===== src/hw/rtl/rfid_tag_block_write_encoder_core_defines.svh =====
// assertion macros for the block write encoder
// used by the top level only; depends on a clk and rst_n in scope
`ifndef RFID_TAG_BLOCK_WRITE_ENCODER_CORE_DEFINES_SVH
`define RFID_TAG_BLOCK_WRITE_ENCODER_CORE_DEFINES_SVH

// same-cycle implication
`define RTBW_ASSERT_NOW(label, ante, cons) \
  label: assert property (@(posedge clk) disable iff (!rst_n) (ante) |-> (cons)) \
    else $error("rtbw same-cycle check failed");

// next-cycle implication
`define RTBW_ASSERT_NEXT(label, ante, cons) \
  label: assert property (@(posedge clk) disable iff (!rst_n) (ante) |=> (cons)) \
    else $error("rtbw next-cycle check failed");

// delayed implication
`define RTBW_ASSERT_TWO(label, ante, cons) \
  label: assert property (@(posedge clk) disable iff (!rst_n) (ante) |-> ##2 (cons)) \
    else $error("rtbw two-cycle check failed");

`endif


===== src/hw/rtl/rtbw_pkg.sv =====
// shared types and constants for the block write encoder
// no dependencies
`timescale 1ns / 1ps

package rtbw_pkg;

  localparam int DATA_BITS = 32;
  localparam int CLK_W     = 10;
  localparam int IDX_W     = 3;
  localparam int POS_W     = 6;
  // opcode (2) + lock (1) + data + address (3) + reset opcode (2)
  localparam int STREAM_W  = DATA_BITS + 8;

  // command queue
  localparam int QUEUE_DEPTH = 2;
  localparam int QPTR_W      = 1;
  localparam int QCNT_W      = 2;

  // symbol kinds
  localparam logic [2:0] KIND_START   = 3'd0;
  localparam logic [2:0] KIND_ZERO    = 3'd1;
  localparam logic [2:0] KIND_ONE     = 3'd2;
  localparam logic [2:0] KIND_PROGRAM = 3'd3;
  localparam logic [2:0] KIND_INITIAL = 3'd4;

  // opcodes
  localparam logic [1:0] OPC_PAGE0 = 2'b10;
  localparam logic [1:0] OPC_PAGE1 = 2'b11;
  localparam logic [1:0] OPC_RESET = 2'b00;

  // register indexes
  localparam logic [IDX_W-1:0] REG_START_GAP    = 3'd0;
  localparam logic [IDX_W-1:0] REG_WRITE_GAP    = 3'd1;
  localparam logic [IDX_W-1:0] REG_ZERO_BIT     = 3'd2;
  localparam logic [IDX_W-1:0] REG_ONE_BIT      = 3'd3;
  localparam logic [IDX_W-1:0] REG_PROGRAM      = 3'd4;
  localparam logic [IDX_W-1:0] REG_INITIAL_WAIT = 3'd5;

  // register reset values
  localparam logic [CLK_W-1:0] RST_START_GAP    = 10'd30;
  localparam logic [CLK_W-1:0] RST_WRITE_GAP    = 10'd18;
  localparam logic [CLK_W-1:0] RST_ZERO_BIT     = 10'd24;
  localparam logic [CLK_W-1:0] RST_ONE_BIT      = 10'd56;
  localparam logic [CLK_W-1:0] RST_PROGRAM      = 10'd700;
  localparam logic [CLK_W-1:0] RST_INITIAL_WAIT = 10'd400;

  // symbol positions in the full sequence; bit symbols fill the rest
  localparam logic [POS_W-1:0] POS_INIT        = 6'd0;
  localparam logic [POS_W-1:0] POS_START       = 6'd1;
  localparam logic [POS_W-1:0] POS_PROGRAM     = POS_W'(DATA_BITS + 8);
  localparam logic [POS_W-1:0] POS_RESET_START = POS_W'(DATA_BITS + 9);
  localparam logic [POS_W-1:0] POS_RESET_WAIT  = POS_W'(DATA_BITS + 12);

  typedef struct packed {
    logic                 page;
    logic [2:0]           block_index;
    logic                 lock_flag;
    logic [DATA_BITS-1:0] data_word;
    logic                 session_first;
  } cmd_in_t;

  typedef struct packed {
    logic [2:0]       symbol_kind;
    logic [CLK_W-1:0] carrier_on_clocks;
    logic [CLK_W-1:0] gap_clocks;
    logic             last_symbol;
  } symbol_t;

  // classified command as held in the queue
  typedef struct packed {
    logic                session_first;
    logic                with_reset;
    logic [STREAM_W-1:0] stream;
  } cmd_t;

  typedef struct packed {
    logic [CLK_W-1:0] start_gap;
    logic [CLK_W-1:0] write_gap;
    logic [CLK_W-1:0] zero_bit;
    logic [CLK_W-1:0] one_bit;
    logic [CLK_W-1:0] prog_wait;
    logic [CLK_W-1:0] initial_wait;
  } cfg_t;

  typedef struct packed {
    logic active;
    logic last;
  } back_status_t;

endpackage


===== src/hw/rtl/rtbw_front.sv =====
// front end: takes a command beat and classifies it into a queue entry
// depends on rtbw_pkg
`timescale 1ns / 1ps

module rtbw_front (
  input  logic             start,
  input  logic             queue_full,
  input  rtbw_pkg::cmd_in_t in_data,
  output logic             busy,
  output logic             push,
  output rtbw_pkg::cmd_t   push_cmd
);

  logic [1:0] opcode;

  // accept whenever the queue has room
  assign busy = queue_full;
  assign push = start && !queue_full;

  // page selects the opcode
  assign opcode = in_data.page ? rtbw_pkg::OPC_PAGE1 : rtbw_pkg::OPC_PAGE0;

  // flatten every bit symbol into one stream, reset opcode at the tail
  always_comb begin
    push_cmd.session_first = in_data.session_first;
    push_cmd.with_reset    = (in_data.block_index == 3'd0);
    push_cmd.stream        = {opcode, in_data.lock_flag, in_data.data_word,
                              in_data.block_index, rtbw_pkg::OPC_RESET};
  end

endmodule


===== src/hw/rtl/rtbw_cmd_queue.sv =====
// two-entry command queue between front and back
// depends on rtbw_pkg
`timescale 1ns / 1ps

module rtbw_cmd_queue (
  input  logic           clk,
  input  logic           rst_n,
  input  logic           push,
  input  rtbw_pkg::cmd_t push_cmd,
  input  logic           pop,
  output rtbw_pkg::cmd_t head_cmd,
  output logic           full,
  output logic           not_empty
);

  rtbw_pkg::cmd_t                     entry_r [rtbw_pkg::QUEUE_DEPTH];
  logic [rtbw_pkg::QPTR_W-1:0]        wr_ptr_r, wr_ptr_nxt;
  logic [rtbw_pkg::QPTR_W-1:0]        rd_ptr_r, rd_ptr_nxt;
  logic [rtbw_pkg::QCNT_W-1:0]        count_r, count_nxt;
  logic                               do_pop;

  assign full      = (count_r == rtbw_pkg::QCNT_W'(rtbw_pkg::QUEUE_DEPTH));
  assign not_empty = (count_r != '0);
  assign head_cmd  = entry_r[rd_ptr_r];
  assign do_pop    = pop && not_empty;

  // pointer and count update
  always_comb begin
    wr_ptr_nxt = push ? wr_ptr_r + 1'b1 : wr_ptr_r;
    rd_ptr_nxt = do_pop ? rd_ptr_r + 1'b1 : rd_ptr_r;
    count_nxt  = count_r;
    if (push && !do_pop) begin
      count_nxt = count_r + 1'b1;
    end else if (!push && do_pop) begin
      count_nxt = count_r - 1'b1;
    end
  end

  always_ff @(posedge clk) begin
    if (!rst_n) begin
      wr_ptr_r <= '0;
      rd_ptr_r <= '0;
      count_r  <= '0;
    end else begin
      wr_ptr_r <= wr_ptr_nxt;
      rd_ptr_r <= rd_ptr_nxt;
      count_r  <= count_nxt;
    end
  end

  // entry storage
  always_ff @(posedge clk) begin
    if (push) begin
      entry_r[wr_ptr_r] <= push_cmd;
    end
  end

endmodule


===== src/hw/rtl/rtbw_back.sv =====
// back end: walks one command's symbol sequence, one symbol beat a cycle
// depends on rtbw_pkg
`timescale 1ns / 1ps

module rtbw_back (
  input  logic                   clk,
  input  logic                   rst_n,
  input  rtbw_pkg::cfg_t         cfg,
  input  rtbw_pkg::cmd_t         head_cmd,
  input  logic                   queue_not_empty,
  output logic                   pop,
  output rtbw_pkg::back_status_t status,
  output logic                   out_valid,
  output rtbw_pkg::symbol_t      out_data
);

  logic                              active_r, active_nxt;
  logic [rtbw_pkg::POS_W-1:0]        pos_r, pos_nxt;
  logic [rtbw_pkg::STREAM_W-1:0]     stream_r, stream_nxt;
  logic                              with_reset_r, with_reset_nxt;
  logic                              out_valid_r, out_valid_nxt;
  rtbw_pkg::symbol_t                 out_data_r, out_data_nxt;
  logic                              sym_last;
  logic                              sym_is_bit;

  // current symbol from position and stream head
  always_comb begin
    sym_is_bit = 1'b0;
    out_data_nxt = '0;
    case (pos_r)
      rtbw_pkg::POS_INIT, rtbw_pkg::POS_RESET_WAIT: begin
        out_data_nxt.symbol_kind       = rtbw_pkg::KIND_INITIAL;
        out_data_nxt.carrier_on_clocks = cfg.initial_wait;
      end
      rtbw_pkg::POS_START, rtbw_pkg::POS_RESET_START: begin
        out_data_nxt.symbol_kind = rtbw_pkg::KIND_START;
        out_data_nxt.gap_clocks  = cfg.start_gap;
      end
      rtbw_pkg::POS_PROGRAM: begin
        out_data_nxt.symbol_kind       = rtbw_pkg::KIND_PROGRAM;
        out_data_nxt.carrier_on_clocks = cfg.prog_wait;
      end
      default: begin
        sym_is_bit              = 1'b1;
        out_data_nxt.gap_clocks = cfg.write_gap;
        if (stream_r[rtbw_pkg::STREAM_W-1]) begin
          out_data_nxt.symbol_kind       = rtbw_pkg::KIND_ONE;
          out_data_nxt.carrier_on_clocks = cfg.one_bit;
        end else begin
          out_data_nxt.symbol_kind       = rtbw_pkg::KIND_ZERO;
          out_data_nxt.carrier_on_clocks = cfg.zero_bit;
        end
      end
    endcase
    sym_last = (pos_r == rtbw_pkg::POS_RESET_WAIT) ||
               ((pos_r == rtbw_pkg::POS_PROGRAM) && !with_reset_r);
    out_data_nxt.last_symbol = sym_last;
    out_valid_nxt = active_r;
  end

  // sequencing and next command load
  always_comb begin
    pop            = queue_not_empty && (!active_r || sym_last);
    active_nxt     = active_r;
    pos_nxt        = pos_r;
    stream_nxt     = stream_r;
    with_reset_nxt = with_reset_r;
    if (active_r) begin
      pos_nxt = pos_r + 1'b1;
      if (sym_is_bit) begin
        stream_nxt = {stream_r[rtbw_pkg::STREAM_W-2:0], 1'b0};
      end
      if (sym_last) begin
        active_nxt = 1'b0;
      end
    end
    if (pop) begin
      active_nxt     = 1'b1;
      pos_nxt        = head_cmd.session_first ? rtbw_pkg::POS_INIT : rtbw_pkg::POS_START;
      stream_nxt     = head_cmd.stream;
      with_reset_nxt = head_cmd.with_reset;
    end
  end

  always_ff @(posedge clk) begin
    if (!rst_n) begin
      active_r    <= 1'b0;
      out_valid_r <= 1'b0;
    end else begin
      active_r    <= active_nxt;
      out_valid_r <= out_valid_nxt;
    end
  end

  // payload registers
  always_ff @(posedge clk) begin
    pos_r        <= pos_nxt;
    stream_r     <= stream_nxt;
    with_reset_r <= with_reset_nxt;
    out_data_r   <= out_data_nxt;
  end

  assign out_valid     = out_valid_r;
  assign out_data      = out_data_r;
  assign status.active = active_r;
  assign status.last   = active_r && sym_last;

endmodule


===== src/hw/rtl/rfid_tag_block_write_encoder_core.sv =====
// top level of the block write encoder: config registers, front, queue, back
// depends on rtbw_pkg, rtbw_front, rtbw_cmd_queue, rtbw_back and the defines header
`timescale 1ns / 1ps

// A block-write command is taken when start is high and busy is low. It turns
// into 40 to 45 symbol beats on out_data, one per clock with out_valid high,
// the final one flagged by last_symbol: 40 plus one with session_first, plus
// four more for block 0. The back-end sequencer emits one symbol per clock,
// and symbols of consecutive commands follow with no gap when the next one is
// already queued. A two-entry queue sits in front of it, so commands are taken
// while symbols are still going out; busy is high while that queue is full.
// The output has no stall: every beat must be taken in the cycle it is shown.
// Registers must be written only while no command is in flight; the block
// itself does not enforce this.

`include "rfid_tag_block_write_encoder_core_defines.svh"

module rfid_tag_block_write_encoder_core (
  input  logic                                  clk,
  input  logic                                  rst_n,
  input  logic                                  start,
  output logic                                  busy,
  input  rtbw_pkg::cmd_in_t                     in_data,
  output logic                                  out_valid,
  output rtbw_pkg::symbol_t                     out_data,
  input  logic                                  cfg_we,
  input  logic [rtbw_pkg::IDX_W-1:0]            cfg_index,
  input  logic [rtbw_pkg::CLK_W-1:0]            cfg_wdata
);

  rtbw_pkg::cfg_t         cfg_r, cfg_nxt;
  rtbw_pkg::cmd_t         push_cmd;
  rtbw_pkg::cmd_t         head_cmd;
  rtbw_pkg::back_status_t back_status;
  logic                   push;
  logic                   pop;
  logic                   queue_full;
  logic                   queue_not_empty;
  logic                   wait_beat;

  // configuration register writes
  always_comb begin
    cfg_nxt = cfg_r;
    if (cfg_we) begin
      case (cfg_index)
        rtbw_pkg::REG_START_GAP:    cfg_nxt.start_gap    = cfg_wdata;
        rtbw_pkg::REG_WRITE_GAP:    cfg_nxt.write_gap    = cfg_wdata;
        rtbw_pkg::REG_ZERO_BIT:     cfg_nxt.zero_bit     = cfg_wdata;
        rtbw_pkg::REG_ONE_BIT:      cfg_nxt.one_bit      = cfg_wdata;
        rtbw_pkg::REG_PROGRAM:      cfg_nxt.prog_wait    = cfg_wdata;
        rtbw_pkg::REG_INITIAL_WAIT: cfg_nxt.initial_wait = cfg_wdata;
        default: cfg_nxt = cfg_r;
      endcase
    end
  end

  always_ff @(posedge clk) begin
    if (!rst_n) begin
      cfg_r.start_gap    <= rtbw_pkg::RST_START_GAP;
      cfg_r.write_gap    <= rtbw_pkg::RST_WRITE_GAP;
      cfg_r.zero_bit     <= rtbw_pkg::RST_ZERO_BIT;
      cfg_r.one_bit      <= rtbw_pkg::RST_ONE_BIT;
      cfg_r.prog_wait    <= rtbw_pkg::RST_PROGRAM;
      cfg_r.initial_wait <= rtbw_pkg::RST_INITIAL_WAIT;
    end else begin
      cfg_r <= cfg_nxt;
    end
  end

  // command intake and classification
  rtbw_front u_front (
    .start      (start),
    .queue_full (queue_full),
    .in_data    (in_data),
    .busy       (busy),
    .push       (push),
    .push_cmd   (push_cmd)
  );

  // decoupling queue
  rtbw_cmd_queue u_queue (
    .clk       (clk),
    .rst_n     (rst_n),
    .push      (push),
    .push_cmd  (push_cmd),
    .pop       (pop),
    .head_cmd  (head_cmd),
    .full      (queue_full),
    .not_empty (queue_not_empty)
  );

  // symbol sequencer
  rtbw_back u_back (
    .clk             (clk),
    .rst_n           (rst_n),
    .cfg             (cfg_r),
    .head_cmd        (head_cmd),
    .queue_not_empty (queue_not_empty),
    .pop             (pop),
    .status          (back_status),
    .out_valid       (out_valid),
    .out_data        (out_data)
  );

  // program and initial waits on the output
  assign wait_beat = out_valid &&
                     (out_data.symbol_kind == rtbw_pkg::KIND_PROGRAM ||
                      out_data.symbol_kind == rtbw_pkg::KIND_INITIAL);

  // checks
  `RTBW_ASSERT_NOW(a_no_overflow, push, !queue_full)
  `RTBW_ASSERT_NOW(a_wait_no_gap, wait_beat, out_data.gap_clocks == '0)
  `RTBW_ASSERT_NEXT(a_back_to_back, back_status.last && queue_not_empty, back_status.active)
  `RTBW_ASSERT_TWO(a_idle_pickup, push && !queue_not_empty && !back_status.active, back_status.active)

endmodule

===== config.mk =====
export PLATFORM = sky130hd
export DESIGN_NAME = rfid_tag_block_write_encoder_core
export DESIGN_NICKNAME = d
export VERILOG_FILES = /design/src/hw/rtl/rtbw_pkg.sv /design/src/hw/rtl/rtbw_front.sv /design/src/hw/rtl/rtbw_cmd_queue.sv /design/src/hw/rtl/rtbw_back.sv /design/src/hw/rtl/rfid_tag_block_write_encoder_core.sv
export VERILOG_INCLUDE_DIRS = /design/src /design/src/hw/rtl
export SDC_FILE = /design/constraint.sdc
export NUM_CORES = 1
export LEC_CHECK = 0
export BUFFER_PORTS_ARGS = -buffer_cell sky130_fd_sc_hd__clkbuf_2
export CAP_MARGIN = 20
export CORE_MARGIN = 3
export CORE_UTILIZATION = 54
export DETAILED_ROUTE_END_ITERATION = 7
export PLACE_DENSITY = 0.76
export SKIP_CTS_REPAIR_TIMING = 1
export SYNTH_ARGS = -nofsm -noshare
export SYNTH_HDL_FRONTEND = slang
export SYNTH_HIERARCHICAL = 1
export SYNTH_SLANG_ARGS = --single-unit
export TNS_END_PERCENT = 20

===== constraint.sdc =====
create_clock -name clk -period 4.4 [get_ports clk]
set_clock_uncertainty 0.05 [all_clocks]
set_input_delay 0.88 -clock clk [delete_from_list [all_inputs] [get_ports clk]]
set_output_delay 0.88 -clock clk [all_outputs]
set_load 0.01 [all_outputs]

==> out/metrics.csv <==
stage,metric,value,unit
cts,cts-root-buf,clkbuf_16,
grt,overflow,0,
routing,routedWlPerCell,17.4,µm
grt,grt_max_degree,65,
worst_setup_path,worstPathRequired,4.59,ns
finish,post-route-util,0.629,
routing,vias,4828,
finish,num-fill-cells,1190,
routing,drc,0,
grt,grt_use_met2,0.290,
cts,cts_buffers,23,
pwr,finalPower,6.72,mW
timing,final.setup.tns,0,ns
finish,fin_nets,731,
min_path,hp-class,reg2reg,
timing,hold_violations,0,
timing,min_period_over_period,0.598,
placed_design,placed_cell_area,9420,µm²
routing,ant_nets,0,
cts,cts.sinks,222,
timing,period_needed,2.63,ns
grt,top_usage_layer,met2,
finish,final-seq-area,5760,µm²
grt,antenna_found_initial,0,
worst_setup_path,end_kind,flop,
worst_setup_path,worstSetupPathType,reg2reg,
routing,drtIter0Drc,288,
routing,drt_wl_total,15.8,mm
synthesis,syn_inst,629,
routing,detail_route.first_pass.iterations,4,
finish,layout-drive-gt1-share,0.324,
grt,met3_usage,0.0315,
floorplanning,dieArea,18500,µm²
synthesis,yosysWarnings,6,
worst_setup_path,r2r_start,u_back/pos_r[0],
worst_setup_path,worstPathArrival,2.83,ns
worst_setup_path,worstSetupStartpointType,flop,
floorplanning,ios,81,
worst_setup_path,critPathMaxFanout,41,
min_path,hold_path_startpoint,cfg_r[35],
synthesis,syn_area,9130,µm²
timing,final-setup-viol-count,0,
worst_setup_path,worstSetupStartpoint,u_back/pos_r[0],
grt,grt_use_met1,0.230,
timing,finalMaxSlewViolations,0,
cts,cts_buffer_depth,3,
routing,viasPerCell,5.33,
timing,slew_headroom,0.310,
placed_design,port_buffers,80,
timing,fmax,380,MHz
synthesis,syn_avg_cell_area,14.5,µm²
floorplanning,die_y,136,µm
outcome,status,"finished, final reports clean",
floorplanning,initial_utilization,0.562,
cts,clk-insertion-delay-late,0.50,ns
placed_design,gp_congestion,0.755,
grt,grt_pass1_vias,4940,
finish,diodes,0,
cts,clk_pin_slew,0.06,ns
cts,cts_tree,built,
cts,cts_max_level,1,
floorplanning,rows,46,
floorplanning,die_w,136,µm
pwr,leakage,4.11,nW
pwr,powerDensity,658,nW/µm²
finish,syn_to_final_growth,11.9,%
timing,holdWs,0.408,ns
timing,max_slew.worst_pin.slew,1.04,ns
floorplanning,core_region_area,16200,µm²
pwr,ir_drop,0.370,mV
placed_design,hpwlAfterDp,10.1,mm
finish,multi_input_area,2880,µm²
grt,grt_usage,0.171,
timing,rsz0062_at_grt,false,
grt,grt_pass1_wl,25.2,mm
run,drv_cap,0,
finish,stdcell_area,10200,µm²
where the power goes:
group / leakage, nW / switching, mW / internal, mW
registers: 1.98 / 0.265 / 2.85
clock network: 0.373 / 0.748 / 1.12
logic: 1.75 / 0.803 / 0.942
total: 4.11 / 1.82 / 4.91
layer usage:
metal / vias up / share of wire
met3: 25 / 0.046
met5: - / 0
li1: 2301 / -
met2: 124 / 0.48
met1: 2378 / 0.45
met4: 0 / 0.019
flip-flops by register name (all words and copies together), names as in the netlist, named ones only:
| signal | cells |
|---|---|
| u_queue/entry_r | 84 |
| cfg_r | 60 |
| u_back/stream_r | 40 |
| u_back/out_data | 24 |
| u_back/pos_r | 6 |
| u_queue/count_r | 2 |
| u_back/active_r | 1 |
| u_back/out_valid | 1 |
| u_back/with_reset_r | 1 |
| u_queue/rd_ptr_r | 1 |
| u_queue/wr_ptr_r | 1 |
layout by cell type (no fill, tap or decap), drive strengths merged, types with 4 or more instances in the layout:
| cell type | count |
|---|---|
| a22o | 10 |
| a22oi | 10 |
| and2 | 7 |
| buf | 10 |
| clkbuf | 113 |
| clkinv | 8 |
| dfxtp | 91 |
| edfxtp | 131 |
| ha | 4 |
| inv | 6 |
| mux2 | 81 |
| mux2i | 71 |
| nand2 | 50 |
| nor2 | 6 |
| nor2b | 34 |
| o21ai | 14 |
| xnor2 | 4 |
| xor2 | 4 |
path summary, 6_finish.rpt:
kind / slack [ns] / endpoint / cells after the start
hold reg to reg: 0.41 / cfg_r[35] / 2
setup / recovery: 1.77 / u_back/stream_r[31] / 9
hold / removal: 0.41 / cfg_r[35] / 2
setup reg to reg: 1.77 / u_back/stream_r[31] / 9
cell type report:
cell class	count	area share
Timing Repair Buffer	90	0.0529
Clock inverter	9	0.00698
Clock buffer	33	0.0659
Sequential cell	222	0.564
Multi-Input combinational cell	329	0.282
Inverter	6	0.00220
Tap cell	216	0.0265
per-stage QoR:
| step | instances | worst slack, ns |
|---|---|---|
| after floorplan | 630 | 0.864 |
| after global placement | 859 | 1.67 |
| after detailed placement | 861 | 1.75 |
| after CTS | 903 | 1.76 |
| after global routing | 905 | 1.61 |
| final | 905 | 1.77 |
worst max-delay path, cell delays in order, from the launching register on:
cell and delay [ns]:
edfxtp_1 0.41, inv_1 0.07, ha_1 0.26, nand2b_4 0.10
a211o_2 0.12, inv_2 0.05, o21ai_4 0.13, buf_4 0.62
o21ai_4 0.29, buf_12 0.26
Note: power is estimated with default switching activity, not from simulation.
